--- src/hdl/durf_pkg.sv ---
// Package for the dual ultrasonic ranging framer.
// Holds the command and status words between controller and datapath, and fixed constants.
// No dependencies.
package durf_pkg;

  localparam int CfgDataW = 20;
  localparam int CfgIdxW  = 2;

  localparam logic [CfgIdxW-1:0] CFG_TRIGGER = 2'd0;
  localparam logic [CfgIdxW-1:0] CFG_TIMEOUT = 2'd1;
  localparam logic [CfgIdxW-1:0] CFG_GAP     = 2'd2;
  localparam logic [CfgIdxW-1:0] CFG_TPC     = 2'd3;

  localparam logic [7:0]  TRIGGER_RESET = 8'd15;
  localparam logic [19:0] TIMEOUT_RESET = 20'd30000;
  localparam logic [19:0] GAP_RESET     = 20'd40000;
  localparam logic [7:0]  TPC_RESET     = 8'd58;

  localparam logic [7:0] DIST_MAX   = 8'd254;
  localparam logic [7:0] START_BYTE = 8'hFF;

  localparam logic [1:0] SUB_TRIG = 2'd0;
  localparam logic [1:0] SUB_RISE = 2'd1;
  localparam logic [1:0] SUB_MEAS = 2'd2;
  localparam logic [1:0] SUB_GAP  = 2'd3;

  typedef struct packed {
    logic tick;
    logic div_step;
    logic div_last;
    logic load_top;
    logic load_bottom;
  } cmd_t;

  typedef struct packed {
    logic frame;
    logic div_start;
  } status_t;

endpackage

--- src/hdl/durf_ctrl.sv ---
// Controller of the ranging framer: sequences ticks, the serial divide and the frame bytes.
// Depends on durf_pkg.
module durf_ctrl #(
  parameter int WIDTH_BITS = 16
) (
  input  logic             clk,
  input  logic             rst,
  input  logic             in_valid,
  output logic             in_stall,
  output logic             out_valid,
  input  logic             out_stall,
  input  durf_pkg::status_t st,
  output durf_pkg::cmd_t    cmd
);
  import durf_pkg::*;

  localparam int StepW = $clog2(WIDTH_BITS);

  typedef enum logic [1:0] {
    S_IDLE,
    S_DIV,
    S_FRAME_TOP,
    S_FRAME_BOT
  } state_t;

  state_t           state;
  logic [StepW-1:0] step;
  logic             out_free;

  always_comb begin
    out_free = !out_valid || !out_stall;
    cmd      = '0;
    in_stall = 1'b1;
    case (state)
      S_IDLE: begin
        in_stall = !out_free;
        cmd.tick = in_valid && out_free;
      end
      S_DIV: begin
        cmd.div_step = 1'b1;
        cmd.div_last = (step == '0);
      end
      S_FRAME_TOP: cmd.load_top = out_free;
      S_FRAME_BOT: cmd.load_bottom = out_free;
      default: ;
    endcase
  end

  always_ff @(posedge clk) begin
    if (rst) begin
      state     <= S_IDLE;
      step      <= '0;
      out_valid <= 1'b0;
    end else begin
      if (cmd.tick || cmd.load_top || cmd.load_bottom) begin
        out_valid <= 1'b1;
      end else if (!out_stall) begin
        out_valid <= 1'b0;
      end
      case (state)
        S_IDLE: begin
          if (cmd.tick) begin
            if (st.frame) begin
              state <= S_FRAME_TOP;
            end else if (st.div_start) begin
              state <= S_DIV;
              step  <= StepW'(WIDTH_BITS - 1);
            end
          end
        end
        S_DIV: begin
          if (step == '0) begin
            state <= S_IDLE;
          end else begin
            step <= step - 1'b1;
          end
        end
        S_FRAME_TOP: begin
          if (cmd.load_top) begin
            state <= S_FRAME_BOT;
          end
        end
        S_FRAME_BOT: begin
          if (cmd.load_bottom) begin
            state <= S_IDLE;
          end
        end
        default: state <= S_IDLE;
      endcase
    end
  end

endmodule

--- src/hdl/durf_datapath.sv ---
// Datapath of the ranging framer: configuration, phase counters, echo width, divider and word register.
// Depends on durf_pkg.
module durf_datapath #(
  parameter int WIDTH_BITS = 16
) (
  input  logic                          clk,
  input  logic                          rst,
  input  logic                          cfg_we,
  input  logic [durf_pkg::CfgIdxW-1:0]  cfg_index,
  input  logic [durf_pkg::CfgDataW-1:0] cfg_data,
  input  logic                          echo_top,
  input  logic                          echo_bottom,
  input  durf_pkg::cmd_t                cmd,
  output durf_pkg::status_t             st,
  output logic                          trig_top,
  output logic                          trig_bottom,
  output logic                          byte_valid,
  output logic [7:0]                    frame_byte,
  output logic                          last_of_tick
);
  import durf_pkg::*;

  logic [7:0]  trigger_ticks;
  logic [19:0] timeout_ticks;
  logic [19:0] gap_ticks;
  logic [7:0]  ticks_per_cm;

  logic [2:0]            phase, phase_next;
  logic [19:0]           phase_counter, phase_counter_next;
  logic [WIDTH_BITS-1:0] echo_width, echo_width_next, width_inc;
  logic [1:0]            previous_echo;
  logic [7:0]            top_distance, top_distance_next;
  logic [7:0]            bottom_distance, bottom_distance_next;

  logic                  div_sensor;
  logic [7:0]            rem;
  logic [WIDTH_BITS-1:0] quo, quo_next;
  logic [8:0]            trial;
  logic                  take;
  logic [7:0]            rem_next;
  logic [7:0]            quotient_cm;

  logic        sensor, echo, prev, tt, tb;
  logic [1:0]  sub;
  logic [20:0] count_inc;

  always_ff @(posedge clk) begin
    if (rst) begin
      trigger_ticks <= TRIGGER_RESET;
      timeout_ticks <= TIMEOUT_RESET;
      gap_ticks     <= GAP_RESET;
      ticks_per_cm  <= TPC_RESET;
    end else if (cfg_we) begin
      case (cfg_index)
        CFG_TRIGGER: trigger_ticks <= cfg_data[7:0];
        CFG_TIMEOUT: timeout_ticks <= cfg_data;
        CFG_GAP:     gap_ticks     <= cfg_data;
        CFG_TPC:     ticks_per_cm  <= cfg_data[7:0];
        default: ;
      endcase
    end
  end

  always_comb begin
    sensor    = phase[2];
    sub       = phase[1:0];
    echo      = sensor ? echo_bottom : echo_top;
    prev      = previous_echo[sensor];
    count_inc = {1'b0, phase_counter} + 21'd1;
    width_inc = (echo_width == '1) ? echo_width : echo_width + 1'b1;
    tt        = 1'b0;
    tb        = 1'b0;
    st        = '0;
    phase_next           = phase;
    phase_counter_next   = phase_counter;
    echo_width_next      = echo_width;
    top_distance_next    = top_distance;
    bottom_distance_next = bottom_distance;
    case (sub)
      SUB_TRIG: begin
        tt = !sensor;
        tb = sensor;
        if (count_inc >= {13'd0, trigger_ticks}) begin
          phase_next         = {sensor, SUB_RISE};
          phase_counter_next = '0;
        end else begin
          phase_counter_next = count_inc[19:0];
        end
      end
      SUB_RISE: begin
        if (echo && !prev) begin
          echo_width_next    = '0;
          phase_next         = {sensor, SUB_MEAS};
          phase_counter_next = '0;
        end else if (phase_counter >= timeout_ticks) begin
          if (sensor) begin
            bottom_distance_next = DIST_MAX;
          end else begin
            top_distance_next = DIST_MAX;
          end
          phase_next         = {sensor, SUB_GAP};
          phase_counter_next = '0;
        end else begin
          phase_counter_next = count_inc[19:0];
        end
      end
      SUB_MEAS: begin
        echo_width_next = width_inc;
        if (!echo || phase_counter >= timeout_ticks) begin
          if (!echo && ticks_per_cm != '0) begin
            st.div_start = 1'b1;
          end else if (sensor) begin
            bottom_distance_next = DIST_MAX;
          end else begin
            top_distance_next = DIST_MAX;
          end
          phase_next         = {sensor, SUB_GAP};
          phase_counter_next = '0;
        end else begin
          phase_counter_next = count_inc[19:0];
        end
      end
      default: begin
        if (count_inc >= {1'b0, gap_ticks}) begin
          st.frame           = sensor;
          phase_next         = {!sensor, SUB_TRIG};
          phase_counter_next = '0;
        end else begin
          phase_counter_next = count_inc[19:0];
        end
      end
    endcase
  end

  always_comb begin
    trial       = {rem, quo[WIDTH_BITS-1]};
    take        = (trial >= {1'b0, ticks_per_cm});
    rem_next    = take ? 8'(trial - {1'b0, ticks_per_cm}) : trial[7:0];
    quo_next    = {quo[WIDTH_BITS-2:0], take};
    quotient_cm = (quo_next > WIDTH_BITS'(DIST_MAX)) ? DIST_MAX : quo_next[7:0];
  end

  always_ff @(posedge clk) begin
    if (rst) begin
      phase           <= {1'b0, SUB_TRIG};
      phase_counter   <= '0;
      echo_width      <= '0;
      previous_echo   <= '0;
      top_distance    <= '0;
      bottom_distance <= '0;
    end else if (cmd.tick) begin
      phase           <= phase_next;
      phase_counter   <= phase_counter_next;
      echo_width      <= echo_width_next;
      previous_echo   <= {echo_bottom, echo_top};
      top_distance    <= top_distance_next;
      bottom_distance <= bottom_distance_next;
    end else if (cmd.div_last) begin
      if (div_sensor) begin
        bottom_distance <= quotient_cm;
      end else begin
        top_distance <= quotient_cm;
      end
    end
  end

  always_ff @(posedge clk) begin
    if (cmd.tick && st.div_start) begin
      div_sensor <= sensor;
      rem        <= '0;
      quo        <= width_inc;
    end else if (cmd.div_step) begin
      rem <= rem_next;
      quo <= quo_next;
    end
  end

  always_ff @(posedge clk) begin
    if (cmd.tick) begin
      trig_top     <= st.frame ? 1'b0 : tt;
      trig_bottom  <= st.frame ? 1'b0 : tb;
      byte_valid   <= st.frame;
      frame_byte   <= st.frame ? START_BYTE : 8'd0;
      last_of_tick <= !st.frame;
    end else if (cmd.load_top || cmd.load_bottom) begin
      trig_top     <= 1'b0;
      trig_bottom  <= 1'b0;
      byte_valid   <= 1'b1;
      frame_byte   <= cmd.load_top ? top_distance : bottom_distance;
      last_of_tick <= cmd.load_bottom;
    end
  end

endmodule

--- src/hdl/dual_ultrasonic_ranging_framer_top.sv ---
// Top level of the dual ultrasonic ranging framer: controller and datapath joined by command words.
// Depends on durf_pkg, durf_ctrl and durf_datapath.
//
//   Channel | Handshake            | Word
//   --------+----------------------+---------------------------------------------------
//   in      | in_valid / in_stall  | echo_top, echo_bottom
//   out     | out_valid / out_stall| trig_top, trig_bottom, byte_valid, frame_byte, last_of_tick
//   cfg     | cfg_we               | cfg_index, cfg_data
//
// An ordinary tick's word sits in the output register.
// A tick that sees an echo fall is followed by a bit-serial divide, during which no tick is taken,
// unless ticks_per_cm is zero.
// The frame tick delivers three words.
// In idle, a new tick is taken while the output word is taken or absent.
// Reset clears all control state synchronously; there is no clearing pass.
module dual_ultrasonic_ranging_framer_top #(
  parameter int WIDTH_BITS = 16
) (
  input  logic                          clk,
  input  logic                          rst,
  input  logic                          cfg_we,
  input  logic [durf_pkg::CfgIdxW-1:0]  cfg_index,
  input  logic [durf_pkg::CfgDataW-1:0] cfg_data,
  input  logic                          in_valid,
  output logic                          in_stall,
  input  logic                          echo_top,
  input  logic                          echo_bottom,
  output logic                          out_valid,
  input  logic                          out_stall,
  output logic                          trig_top,
  output logic                          trig_bottom,
  output logic                          byte_valid,
  output logic [7:0]                    frame_byte,
  output logic                          last_of_tick
);
  import durf_pkg::*;

  cmd_t    cmd;
  status_t st;

  durf_ctrl #(
    .WIDTH_BITS(WIDTH_BITS)
  ) u_ctrl (
    .clk      (clk),
    .rst      (rst),
    .in_valid (in_valid),
    .in_stall (in_stall),
    .out_valid(out_valid),
    .out_stall(out_stall),
    .st       (st),
    .cmd      (cmd)
  );

  durf_datapath #(
    .WIDTH_BITS(WIDTH_BITS)
  ) u_datapath (
    .clk         (clk),
    .rst         (rst),
    .cfg_we      (cfg_we),
    .cfg_index   (cfg_index),
    .cfg_data    (cfg_data),
    .echo_top    (echo_top),
    .echo_bottom (echo_bottom),
    .cmd         (cmd),
    .st          (st),
    .trig_top    (trig_top),
    .trig_bottom (trig_bottom),
    .byte_valid  (byte_valid),
    .frame_byte  (frame_byte),
    .last_of_tick(last_of_tick)
  );

  // A waiting word is never overwritten by a new tick.
  assert property (@(posedge clk) disable iff (rst)
    !(in_valid && !in_stall && out_valid && out_stall))
    else $error("tick taken while the output word was stalled");

  // While a frame is being delivered, no tick is taken.
  assert property (@(posedge clk) disable iff (rst)
    (out_valid && byte_valid && !last_of_tick) |-> in_stall)
    else $error("tick taken in the middle of a frame");

  // At most one trigger line is high in a valid output word.
  assert property (@(posedge clk) disable iff (rst)
    out_valid |-> !(trig_top && trig_bottom))
    else $error("both trigger lines high");

endmodule

--- config.mk ---
export PLATFORM = sky130hd
export DESIGN_NAME = dual_ultrasonic_ranging_framer_top
export DESIGN_NICKNAME = d
export VERILOG_FILES = /design/src/hdl/durf_pkg.sv /design/src/hdl/durf_ctrl.sv /design/src/hdl/durf_datapath.sv /design/src/hdl/dual_ultrasonic_ranging_framer_top.sv
export SDC_FILE = /design/constraint.sdc
export NUM_CORES = 1
export LEC_CHECK = 0
export BUFFER_PORTS_ARGS = -buffer_cell sky130_fd_sc_hd__buf_2
export CORE_MARGIN = 2
export CORE_UTILIZATION = 62
export DETAILED_ROUTE_END_ITERATION = 6
export GPL_TIMING_DRIVEN = 0
export PLACE_DENSITY = 0.8
export SLEW_MARGIN = 20
export SYNTH_ARGS = -nofsm -noshare
export SYNTH_HDL_FRONTEND = slang
export SYNTH_SLANG_ARGS = --single-unit
--- constraint.sdc ---
create_clock -name clk -period 3.9 [get_ports clk]
set_input_delay 0.78 -clock clk [delete_from_list [all_inputs] [get_ports clk]]
set_output_delay 0.78 -clock clk [all_outputs]
set_load 0.02 [all_outputs]
==> impl_metrics.tcl <==
set metrics [dict create \
    r2r_slack_ns 0.11 \
    ir_drop_mv 0.333 \
    fin_crit_ns 3.79 \
    die-area_um2 15300 \
    ys_seq_elements 157 \
    groute.usage.overall 0.309 \
    yosysTopAreaCell "dfxtp_1" \
    grtUsageMet1 0.428 \
    synth_flop_cell "dfxtp_1" \
    yosys.area_share.simple 0.235 \
    io_buffers 42 \
    crit_family "simple AND/OR/NAND/NOR gates" \
    first_global_vias 7308 \
    synth_fp_nets 1173 \
    globalplace.congestion 0.927 \
    synth_edf_count 29 \
    area_growth_pct 12.8 \
    syn-instance-count 1081 \
    reg2reg_depth 15 \
    h-tree-depth 4 \
    synth_top_area_frac 0.288 \
    p_total_mw 3.61 \
    viasPerCell 6.02 \
    fin_tns_setup_ns 0 \
    p_per_area_nw_per_um2 360 \
    synth_top_family_by_area "simple AND/OR/NAND/NOR gates" \
    clk_pin_slew_ns 0.06 \
    fin_crit_sh 0.971 \
    final_cells 1335 \
    cts_sinks 157 \
    regToRegEndpoint "u_datapath.byte_valid$_SDFFCE_PN1P_" \
    cts_buffer_depth 2 \
    setup_viol 0 \
    synthXorXnorAreaFrac 0.0410 \
    yosys.area_share.adder 0.0896 \
    critPathCaptureType "flip-flop" \
    dp_hpwl_um 16700 \
    clkLatencyLatePin_ns 0.43 \
    cts-root-buf "clkbuf_16" \
    use_met2 0.485 \
    synth_warnings 0 \
    hold_start "u_datapath.phase[2]$_SDFFE_PP0P_" \
    netlist_area_um2 8880 \
    critPathBufInv 4 \
    cts_tree "done" \
    p_leak_nw 4.03 \
    cts.hold.buffers_added 0 \
    die_height_um 124 \
    clock.fmax_mhz 264 \
    avgRoutedWirePerCell_um 17.3 \
    slew_headroom 0.439 \
    place_inst 1303 \
    slew_viol_final 0 \
    async_flop_share 0 \
    antenna_found_initial 0 \
    drc 0 \
    vias 8036 \
    synth_compound_area_frac 0.158 \
    timing.rr.start "u_datapath.phase_counter[10]$_SDFFE_PP0P_" \
    rows 43 \
    yosysMostFrequentCell "nand2_1" \
    start_util 0.638 \
    busiest_layer "met2" \
    num-nets-final 1234 \
    path_class "reg -> reg" \
    synth_area_leaders "dfxtp_1 (29%), edfxtp_1 (9.8%), ha_1 (8.7%)" \
    slowest_delay_ns 0.40 \
    grt-ovfl-total 0 \
    syn_avg_cell_area_um2 8.22 \
    rsz0062_at_grt "false" \
    core_um2 13900 \
    yosysSeqAreaShare 0.386 \
    worst_pin_slew_ns 0.838 \
    cp.required_ns 4.06 \
    met3_usage 0.0604 \
    fp.dieW_um 124 \
    synthMuxAreaShare 0.0352 \
    worstPathArrival_ns 3.94 \
    ant_nets 0 \
    num_io_pins 43 \
    crit_fanout 10 \
    detail_route.iter0.violations 813 \
    crit_slowest_cell "or3_1" \
    hold_end "u_datapath.div_sensor$_DFFE_PP_" \
    cts_made_buffers 17 \
    status "finished clean" \
    path_cells "clkbuf_4 -> nand4_4 -> or3_1 -> clkbuf_1 -> nor2_1 -> xor2_1 -> ha_1 -> and4_4 -> nand3b_1 -> o21ba_2 -> a211oi_4 -> a21oi_4 -> buf_12 -> a31oi_4 -> inv_1" \
    worstHoldPathType "reg -> reg" \
    grt_pass1_wl_um 36300 \
    startpoint_type "flip-flop" \
    diodes 0 \
    firstDrtPassIters 5 \
    synth_common_cells "nand2_1 (190), dfxtp_1 (128), nor2_1 (90)" \
    synth_cell_types 67 \
    hold_depth 0 \
    routed_wl_um 23100 \
    max_cap_viol_count 0 \
    grt_max_degree 17 \
    finClkSkew_ns 0.00897 \
    hold_viol_final 0 \
    drive_above_1_share 0.103 \
]
layer usage:
| layer | routed length (um) | up-vias |
|---|---|---|
| met5 | 0 | - |
| met4 | 476 | 0 |
| met3 | 1800 | 40 |
| met2 | 10300 | 354 |
| met1 | 10500 | 3738 |
| li1 | - | 3904 |
final cells by class:
class	instances	area, um2
Sequential cell	157	3440
Multi-Input combinational cell	797	5100
Clock inverter	10	73.8
Fill cell	1106	3910
Buffer	50	208
Inverter	74	278
Tap cell	180	225
Timing Repair Buffer	45	245
Clock buffer	22	454
metrics by stage:
step | utilization | hold slack, ns | worst slack (ns) | cell area [um2]
detailed placement | 0.669 | 0.429 | -0.288 | 9330
global route | 0.719 | 0.456 | 0.00669 | 10000
global placement | 0.669 | 0.430 | -0.283 | 9320
CTS | 0.712 | 0.444 | 0.0216 | 9930
finish | 0.719 | 0.441 | 0.115 | 10000
floorplan | - | 0.403 | 0.356 | 8880
repair_timing:
item / 4_1_cts / 5_1_grt
setup endpoints to repair: 38 / 39
pin swaps: 3 / 5
cloned: 0 / 0
setup buffers: 1 / 2
gates resized for setup: 12 / 21
layout by cell type, fill, tap and decap left out, types with 44 or more instances in the layout:
master / instances
a21oi_1: 78
buf_2: 45
clkbuf_1: 44
dfxtp_1: 121
ha_1: 61
inv_1: 74
nand2_1: 189
nor2_1: 90
o21ai_0: 44
how the worst max path moves through the flow:
stage                                                     end  depth (start not counted)                                      start  slack [ns]
floorplan                 u_datapath.byte_valid$_SDFFCE_PN1P_                         14   u_datapath.phase_counter[0]$_SDFFE_PP0P_        0.36
global placement           u_datapath.frame_byte[7]$_DFFE_PP_                         14   u_datapath.phase_counter[0]$_SDFFE_PP0P_       -0.28
detailed placement        u_datapath.byte_valid$_SDFFCE_PN1P_                         14   u_datapath.phase_counter[0]$_SDFFE_PP0P_       -0.29
CTS                 u_datapath.phase_counter[13]$_SDFFE_PP0P_                         18  u_datapath.phase_counter[10]$_SDFFE_PP0P_        0.02
global route                 u_datapath.phase[1]$_SDFFE_PP0P_                         17  u_datapath.phase_counter[10]$_SDFFE_PP0P_       0.007
finish                    u_datapath.byte_valid$_SDFFCE_PN1P_                         15  u_datapath.phase_counter[10]$_SDFFE_PP0P_        0.11
report_power, final:
part	internal, mW	switching [mW]	leakage, nW
sequential	1.70	0.0316	1.31
combinational	0.135	0.217	2.46
clock	0.880	0.651	0.251
state kept, by name (all words and copies together), names as in the netlist, 16 cells and up:
register and cells:
u_datapath.gap_ticks 20, u_datapath.quo 16, u_datapath.timeout_ticks 20, u_datapath.phase_counter 20, u_datapath.echo_width 16
logic make-up (layout without fill, tap and decap cells):
| group | Yosys count | count (layout) |
|---|---|---|
| buf+inv | 127 | 201 |
| mux | 31 | 31 |
| compound gates | 219 | 219 |
| fa+ha+maj | 63 | 63 |
| xor+xnor | 40 | 40 |
| simple gates | 444 | 444 |
| flops | 157 | 157 |
(Power assumes the default switching activity.)
